===== src/sv/bhpq_pkg.sv =====
// shared constants, codes, command and status types of the binary heap priority queue
`timescale 1ns / 1ps
package bhpq_pkg;

  localparam int CAPACITY = 1024;
  localparam int ADDR_W   = $clog2(CAPACITY);
  localparam int CNT_W    = $clog2(CAPACITY + 1);
  localparam int CHILD_W  = ADDR_W + 2;
  localparam int KEY_W    = 64;
  localparam int ENTRY_W  = 11;

  typedef enum logic [1:0] {
    OP_PUSH = 2'd0,
    OP_POP  = 2'd1,
    OP_PEEK = 2'd2,
    OP_NOP  = 2'd3
  } op_t;

  typedef enum logic [1:0] {
    ST_OK    = 2'd0,
    ST_EMPTY = 2'd1,
    ST_FULL  = 2'd2
  } status_t;

  typedef enum logic [2:0] {
    RD_NONE   = 3'd0,
    RD_ROOT   = 3'd1,
    RD_LAST   = 3'd2,
    RD_PARENT = 3'd3,
    RD_LEFT   = 3'd4,
    RD_RIGHT  = 3'd5
  } rd_sel_t;

  typedef enum logic [1:0] {
    WR_NONE   = 2'd0,
    WR_MOVING = 2'd1,
    WR_PARENT = 2'd2,
    WR_CHILD  = 2'd3
  } wr_sel_t;

  typedef enum logic [1:0] {
    RES_ZERO  = 2'd0,
    RES_RDATA = 2'd1,
    RES_HELD  = 2'd2
  } res_src_t;

  typedef struct packed {
    rd_sel_t  rd_sel;
    wr_sel_t  wr_sel;
    logic     push_load;
    logic     dec_count;
    logic     load_last;
    logic     cap_root;
    logic     cap_left;
    logic     pos_up;
    logic     pos_down;
    logic     emit;
    status_t  res_status;
    res_src_t res_src;
  } cmd_t;

  typedef struct packed {
    logic empty;
    logic full;
    logic pos_zero;
    logic lc_valid;
    logic rc_valid;
    logic up_wins;
    logic descend;
  } stat_t;

  // true when a has strictly higher priority than b
  function automatic logic outranks(logic signed [KEY_W-1:0] a, logic signed [KEY_W-1:0] b,
                                    logic min_first);
    return min_first ? (a < b) : (a > b);
  endfunction

  // low bits of the count as reported on the result
  function automatic logic [ENTRY_W-1:0] count_field(logic [CNT_W-1:0] c);
    logic [31:0] w;
    w = 32'(c);
    return w[ENTRY_W-1:0];
  endfunction

endpackage


===== src/sv/bhpq_ctrl.sv =====
// sequencing state machine of the binary heap priority queue
`timescale 1ns / 1ps
module bhpq_ctrl
  import bhpq_pkg::*;
(
  input  logic       clk,
  input  logic       rst,
  input  logic       start,
  input  logic [1:0] operation,
  input  stat_t      stat,
  output cmd_t       cmd,
  output logic       busy
);

  typedef enum logic [8:0] {
    S_IDLE     = 9'b000000001,
    S_UP_CHK   = 9'b000000010,
    S_UP_CMP   = 9'b000000100,
    S_POP_ROOT = 9'b000001000,
    S_POP_LAST = 9'b000010000,
    S_DN_CHK   = 9'b000100000,
    S_DN_LEFT  = 9'b001000000,
    S_DN_CMP   = 9'b010000000,
    S_PEEK     = 9'b100000000
  } state_t;

  state_t state, state_next;
  op_t    op_in;

  assign op_in = op_t'(operation);
  assign busy  = (state != S_IDLE);

  always_ff @(posedge clk) begin
    if (rst) begin
      state <= S_IDLE;
    end else begin
      state <= state_next;
    end
  end

  always_comb begin
    state_next     = state;
    cmd            = '0;
    cmd.rd_sel     = RD_NONE;
    cmd.wr_sel     = WR_NONE;
    cmd.res_status = ST_OK;
    cmd.res_src    = RES_ZERO;
    case (state)
      S_IDLE: begin
        if (start) begin
          case (op_in)
            OP_PUSH: begin
              if (stat.full) begin
                cmd.emit       = 1'b1;
                cmd.res_status = ST_FULL;
              end else begin
                cmd.push_load = 1'b1;
                state_next    = S_UP_CHK;
              end
            end
            OP_POP, OP_PEEK: begin
              if (stat.empty) begin
                cmd.emit       = 1'b1;
                cmd.res_status = ST_EMPTY;
              end else begin
                cmd.rd_sel = RD_ROOT;
                state_next = (op_in == OP_POP) ? S_POP_ROOT : S_PEEK;
              end
            end
            default: begin
              cmd.emit = 1'b1;
            end
          endcase
        end
      end
      S_UP_CHK: begin
        if (stat.pos_zero) begin
          cmd.wr_sel = WR_MOVING;
          cmd.emit   = 1'b1;
          state_next = S_IDLE;
        end else begin
          cmd.rd_sel = RD_PARENT;
          state_next = S_UP_CMP;
        end
      end
      S_UP_CMP: begin
        if (stat.up_wins) begin
          // parent moves down into the hole
          cmd.wr_sel = WR_PARENT;
          cmd.pos_up = 1'b1;
          state_next = S_UP_CHK;
        end else begin
          cmd.wr_sel = WR_MOVING;
          cmd.emit   = 1'b1;
          state_next = S_IDLE;
        end
      end
      S_POP_ROOT: begin
        cmd.cap_root  = 1'b1;
        cmd.rd_sel    = RD_LAST;
        cmd.dec_count = 1'b1;
        state_next    = S_POP_LAST;
      end
      S_POP_LAST: begin
        cmd.load_last = 1'b1;
        if (stat.empty) begin
          cmd.emit    = 1'b1;
          cmd.res_src = RES_HELD;
          state_next  = S_IDLE;
        end else begin
          state_next = S_DN_CHK;
        end
      end
      S_DN_CHK: begin
        if (!stat.lc_valid) begin
          cmd.wr_sel  = WR_MOVING;
          cmd.emit    = 1'b1;
          cmd.res_src = RES_HELD;
          state_next  = S_IDLE;
        end else begin
          cmd.rd_sel = RD_LEFT;
          state_next = S_DN_LEFT;
        end
      end
      S_DN_LEFT: begin
        cmd.cap_left = 1'b1;
        if (stat.rc_valid) begin
          cmd.rd_sel = RD_RIGHT;
        end
        state_next = S_DN_CMP;
      end
      S_DN_CMP: begin
        if (stat.descend) begin
          cmd.wr_sel   = WR_CHILD;
          cmd.pos_down = 1'b1;
          state_next   = S_DN_CHK;
        end else begin
          cmd.wr_sel  = WR_MOVING;
          cmd.emit    = 1'b1;
          cmd.res_src = RES_HELD;
          state_next  = S_IDLE;
        end
      end
      S_PEEK: begin
        cmd.emit    = 1'b1;
        cmd.res_src = RES_RDATA;
        state_next  = S_IDLE;
      end
      default: begin
        state_next = S_IDLE;
      end
    endcase
  end

endmodule


===== config.mk =====
export PLATFORM = sky130hd
export DESIGN_NAME = bhpq_ctrl
export DESIGN_NICKNAME = d
export VERILOG_FILES = /design/src/sv/bhpq_pkg.sv /design/src/sv/bhpq_ctrl.sv
export SDC_FILE = /design/constraint.sdc
export NUM_CORES = 1
export LEC_CHECK = 0
export BUFFER_PORTS_ARGS = -buffer_cell sky130_fd_sc_hd__buf_2
export CAP_MARGIN = 10
export CORE_MARGIN = 2
export CORE_UTILIZATION = 50
export DETAILED_ROUTE_END_ITERATION = 10
export GPL_TIMING_DRIVEN = 0
export HOLD_SLACK_MARGIN = 0.08
export PLACE_DENSITY = 0.82
export SYNTH_ARGS = -nofsm -noshare
export SYNTH_HDL_FRONTEND = slang
export SYNTH_SLANG_ARGS = --single-unit

===== constraint.sdc =====
create_clock -name clk -period 2.8 [get_ports clk]
set_input_delay 0.28 -clock clk [delete_from_list [all_inputs] [get_ports clk]]
set_output_delay 0.28 -clock clk [all_outputs]
set_load 0.005 [all_outputs]

==> out/qor.yml, run 1 <==
grt_use_total: 0.236
path_cells: "buf_2 -> nor3_2 -> nand3_1 -> or3b_2 -> inv_1 -> buf_4 -> buf_2"
p_per_area_nw_per_um2: 359
regMostFlops: "state"
clk_path_buf_depth: 2
largest_reg_flops: 9
wl_met2_um: 991
cpPeakStageDelay_ns: 0.53
crit_required_ns: 2.52
drive_above_1_share: 0.326
drtIter0Drc: 26
hp-class: "input pin to flop"
setup_viol: 0
final.period_utilization: 0.854
end_kind: "primary output"
drtPass1Iterations: 4
ir_drop_mv: 0.299
antenna_found_initial: 0
synth_top_family_by_area: "simple AND/OR/NAND/NOR gates"
avgSynthCellArea_um2: 7.65
setup.worst_path.start_class: "flop"
antenna_cells: 0
synthArstFlopShare: 0
grt.overflow.total: 0
place.gp.congestion: 0.780
die_area_um2: 1940
ios: 30
met1Wirelength_um: 875
grt_pass1_wl_um: 3460
path_max_fanout: 10
area.sequential_um2: 180
die_w_um: 44.1
maxSlewHeadroom: 0.691
synth_adder_area_share: 0.0623
portBuffers: 29
syn_inst: 105
ys.warnings.count: 0
finClkSkew_ns: 0.00419
htreeDepth: 1
initial_core_util: 0.533
timing.max_cap.violations: 0
wl_per_cell_um: 13.1
clock-sinks: 9
vias: 908
ant_nets: 0
synth-compound-area-share: 0.153
cts_root_buffer: "clkbuf_4"
yosys.area.top_type: "dfxtp_1"
cts_setup_buffers: 0
layout_commonest_cell: "buf_2"
fmax_mhz: 418
synth_top_area_share: 0.224
reg_top3: "state (9)"
final_cell_mix: "buf_2, nor2_1, nand2_1, dfxtp_1"
topRoutingLayerUsed: "met4"
synth_seq_cells: 9
worst_pin_slew_ns: 0.458
drv_slew: 0
status: "complete, no violations"
synth-simple-area-share: 0.458
yosysSeqAreaShare: 0.224
crit_type: "flop to primary output"
nets: 155
ys.flop_type: "dfxtp_1"
grt_pass1_vias: 784
drc_errors: 0
layout.cells.non_filler: 154
tns_ns: 0
wl_um: 2010
synthXorXnorAreaFrac: 0.0218
met3_length_um: 111
cp_slowest_cell: "or3b_2"
dp_hpwl_um: 1610
netlist_area_um2: 803
fin_crit_ns: 2.39
tritoncts: "yes"
cts_resized: 0
worst_skew_pair.late_latency_ns: 0.27
multi_input_area_um2: 568
rsz0062_at_grt: "no"
hold_buffers: 0
ys_types: 45
hold_violations: 0
p_leak_uw: 0.000509
dp_cells: 150
synth_edf_count: 0
cp_common_cell: "buf_2"
cts-buffers-inserted: 3
vias_per_cell: 5.90
syn_nets: 121
synthMuxAreaShare: 0.0125
grt_start_max_net_pins: 11
clk_pin_slew_ns: 0.06
syn_to_final_growth_pct: 24.0
dieHeight_um: 44.1
fillers: 138
synthTopCellsByArea: "dfxtp_1, ha_1, nor2_1"
crit_arrival_ns: 2.11
rows: 14
core-area_um2: 1510
## critical path, delay by kind of cell (launching register included)
kind,cells,cell delay (ns)
flip-flops,1,0.32
buffers and inverters,4,0.47
AND/OR/NAND/NOR,3,1.06
## per-layer routing
layer | global-route usage | up-vias
met2 | 0.424 | 33
met4 | 0.0727 | 0
li1 | - | 444
met3 | 0.0408 | 6
met5 | 0 | -
met1 | 0.285 | 425
## stage by stage
| step | setup WS, ns | total power [uW] | hold slack [ns] | cell area [um2] | utilization |
|---|---|---|---|---|---|
| finish | 0.409 | 358 | 0.264 | 996 | 0.661 |
| global placement | 0.769 | 250 | 0.539 | 968 | 0.643 |
| detailed placement | 0.719 | 252 | 0.542 | 968 | 0.643 |
| floorplan | 0.991 | 216 | 0.396 | 803 | - |
| CTS | 0.421 | 356 | 0.261 | 996 | 0.661 |
| global route | 0.293 | 378 | 0.281 | 996 | 0.661 |
## kinds of logic (layout without fill, tap and decap cells)
group | Yosys count | after routing
compound gates | 16 | 16
xor+xnor | 2 | 2
fa+ha+maj | 4 | 4
buf+inv | 12 | 45
flops | 9 | 9
mux | 1 | 1
simple gates | 61 | 61
## worst paths after layout
check	startpoint	end	slack, ns	depth (start not counted)
hold / removal	stat[3]	state[6]$_SDFFE_PP0P_	0.26	3
setup reg to reg	state[4]$_SDFFE_PP0P_	state[7]$_SDFFE_PP0P_	1.04	5
setup / recovery	state[7]$_SDFFE_PP0P_	cmd[10]	0.41	7
hold reg to reg	state[1]$_SDFFE_PP0P_	state[2]$_SDFFE_PP0P_	0.68	2
## report_power, final
group          internal [uW]  switching (uW)
Clock                   52.9            53.1
Combinational           47.1            63.5
Sequential               133            7.92
Total                    233             124
## synthesized netlist by cell type (2+ instances only)
cell       instances
o21a_1             3
buf_2              2
o2111ai_1          2
nor3_2             2
buf_4              2
nor4_1             2
nor3_1             5
nand3b_1           3
ha_1               4
nor2_1            13
nor4b_1            3
nor3b_1            2
dfxtp_1            9
nand3_1            3
nand2_1           11
a31oi_1            2
o21ai_0            2
and3_1             2
and2_1             3
inv_1              5
## cell type report
class                      count  share of cell area
timing repair buffer          29               0.146
tap                           16              0.0201
clock buffer                   3              0.0226
sequential                     9               0.181
multi-input combinational     84               0.570
inverter                       6              0.0226
clock inverter                 1             0.00503
buffer                         6              0.0327
No activity file was read; power rests on OpenSTA's default activity.
==> run 2, diff against run 1 <==
--- a/config.mk
+++ b/config.mk
@@ -8,10 +8,10 @@
 export BUFFER_PORTS_ARGS = -buffer_cell sky130_fd_sc_hd__buf_2
 export CAP_MARGIN = 10
-export CORE_MARGIN = 2
-export CORE_UTILIZATION = 50
+export CORE_ASPECT_RATIO = 0.7
+export CORE_UTILIZATION = 30
 export DETAILED_ROUTE_END_ITERATION = 10
 export GPL_TIMING_DRIVEN = 0
 export HOLD_SLACK_MARGIN = 0.08
-export PLACE_DENSITY = 0.82
+export PLACE_DENSITY = 0.54
 export SYNTH_ARGS = -nofsm -noshare
 export SYNTH_HDL_FRONTEND = slang
==> constraint.sdc (replaced) <==
create_clock -name clk -period 2.8 [get_ports clk]
set_input_delay 0.7 -clock clk [delete_from_list [all_inputs] [get_ports clk]]
set_output_delay 0.7 -clock clk [all_outputs]
set_load 0.005 [all_outputs]
==> run 2 against run 1 <==
Compared with the run above: clock power increased by 47%; cell count grew 12%; fmax is 11% lower; via count is 8.7% lower; setup slack lost 0.30 ns; core utilization fell by 24 points; non-clock buffer count increased by 1; register-to-register slack got worse by 0.08 ns; critical path type unchanged.
==> out/qor.yml, run 2 (synthesis gave the netlist of run 1 again) <==
status: "complete, no violations"
fin_crit_ns: 2.69  # +0.297 ns
end_kind: "primary output"
crit_required_ns: 2.10  # -0.42 ns
clk_path_buf_depth: 2  # unchanged
worst_pin_slew_ns: 0.485  # +0.0278 ns
die_area_um2: 2890  # +49%
grt_use_total: 0.155  # -0.0815
finClkSkew_ns: 0.00376  # -0.000426 ns
final.period_utilization: 0.960  # +0.106
tritoncts: "yes"
ant_nets: 0  # unchanged
antenna_found_initial: 0  # unchanged
cts_root_buffer: "clkbuf_8"
grt_start_max_net_pins: 11  # unchanged
worst_skew_pair.late_latency_ns: 0.24  # -0.03 ns
ir_drop_mv: 0.272  # -9.1%
portBuffers: 29  # unchanged
wl_um: 2130  # +5.9%
intPower_uw: 287  # +23%
dieHeight_um: 45.3  # +2.8%
clock-sinks: 9  # unchanged
crit_arrival_ns: 1.99  # -0.12 ns
largest_reg_flops: 9  # unchanged
hold_buffers: 0  # unchanged
fin_ws_ns: 0.112  # -0.297 ns
hold_violations: 0  # unchanged
clock_power_share: 0.373  # +0.077
grt_pass1_vias: 699  # -11%
p_per_area_nw_per_um2: 397  # +11%
dp_slack_ns: 0.303  # -0.417 ns
drv_slew: 0  # unchanged
cp_slowest_cell: "or4b_4"
wl_per_cell_um: 12.3  # -5.7%
combPwrFrac: 0.288  # -0.021
drtIter0Drc: 73  # +180%
fmax_mhz: 372  # -11%
grt.overflow.total: 0  # unchanged
final_util: 0.422  # -0.239
clk_pin_slew_ns: 0.04  # -0.02 ns
crit_type: "flop to primary output"
switching_power_uw: 131  # +5.1%
place.gp.congestion: 0.842  # +7.9%
drc_errors: 0  # unchanged
sw_frac_of_total: 0.313  # -0.0353
cts-buffers-inserted: 3  # unchanged
syn_to_final_growth_pct: 31.2
vias: 829  # -8.7%
rsz0062_at_grt: "no"
initial_core_util: 0.322  # -0.211
final_cell_mix: "buf_2, nor2_1, nand2_1, dfxtp_1"
grt_pass1_wl_um: 3280  # -5.4%
path_cells: "or4b_4 -> nor4_4 -> nand2_1 -> o311ai_2 -> buf_2"
tns_ns: 0  # unchanged
die_w_um: 63.8  # +45%
rows: 15  # +1
regMostFlops: "state"
setup.worst_path.start_class: "flop"
antenna_cells: 0  # unchanged
cpPeakStageDelay_ns: 0.56  # +0.03 ns
fillers: 273  # +98%
drtPass1Iterations: 4  # unchanged
nets: 156  # +0.65%
layout_commonest_cell: "buf_2"
hp-class: "flop to flop"
vias_per_cell: 4.79  # -19%
seq_power_share: 0.339  # -0.055
htreeDepth: 1  # unchanged
dp_hpwl_um: 1680  # +4.4%
ios: 30  # unchanged
reg_top3: "state (9)"
core-area_um2: 2500  # +66%
timing.max_cap.violations: 0  # unchanged
drive_above_1_share: 0.338  # +0.0120
p_leak_uw: 0.000524  # +2.9%
maxSlewHeadroom: 0.676  # -0.0142
path_max_fanout: 8  # -2
setup_viol: 0  # unchanged
[run 2: cell count changes in the layout (fill, tap and decap cells not counted)]
cell	change
clkbuf_4	-3
dfxtp_2	+1
nor2_2	+1
clkinv_2	-1
nor3_4	+1
nor3_2	-1
buf_4	+1
dfxtp_1	-1
clkbuf_8	+3
nor2_1	-1
clkbuf_1	+1
[run 2: repair_timing]
| item | CTS | global route |
|---|---|---|
| setup buffers | 0 | 1 |
| endpoints found under the setup margin | 0 | 6 |
| resized for setup | 0 | 3 |
[run 2: power groups by stage]
| stage | Combinational, uW | Clock, uW | Sequential, uW |
|---|---|---|---|
| floorplan | 74.7 | 0 | 141 |
| global placement | 113 | 0 | 143 |
| detailed placement | 112 | 0 | 143 |
| CTS | 113 | 161 | 141 |
| global route | 132 | 167 | 142 |
| finish | 121 | 156 | 142 |
[run 2: final timing paths]
| kind | start | endpoint | slack, ns | cells past startpoint |
|---|---|---|---|---|
| setup / recovery | state[2]$_SDFFE_PP0P_ | cmd[14] | 0.11 | 5 |
| hold / removal | state[1]$_SDFFE_PP0P_ | state[2]$_SDFFE_PP0P_ | 0.66 | 2 |
| setup reg to reg | state[2]$_SDFFE_PP0P_ | state[6]$_SDFFE_PP0P_ | 0.96 | 5 |
| hold reg to reg | state[1]$_SDFFE_PP0P_ | state[2]$_SDFFE_PP0P_ | 0.66 | 2 |
[run 2: cell type report]
class / count / area (um2) / share of cell area
Multi-Input combinational cell: 84 / 577 / 0.548
Sequential cell: 9 / 181 / 0.172
Timing Repair Buffer: 30 / 153 / 0.145
Clock buffer: 4 / 45.0 / 0.0428
Tap cell: 34 / 42.5 / 0.0404
Buffer: 6 / 32.5 / 0.0309
Inverter: 6 / 22.5 / 0.0214
[run 2: critical path, delay by kind of cell (launching register included)]
family | cells | cell delay [ns]
AND/OR/NAND/NOR | 3 | 1.00
AO/OA/AOI/OAI | 1 | 0.23
buffers and inverters | 1 | 0.16
flip-flops | 1 | 0.36
[run 2: metal layers]
metal	vias up	GRT usage	routed length, um
met5	-	0	0
met4	0	0.0682	44
met3	4	0.0404	106
met2	23	0.209	811
met1	353	0.226	1170
li1	449	-	-
[run 2: through the flow]
step	instance area, um2	std cells	total power (uW)	hold WS [ns]
floorplan	803	105	216	0.578
global placement	991	168	256	0.668
detailed placement	991	168	255	0.675
CTS	1040	172	414	0.684
global route	1050	173	442	0.679
finish	1050	173	418	0.663
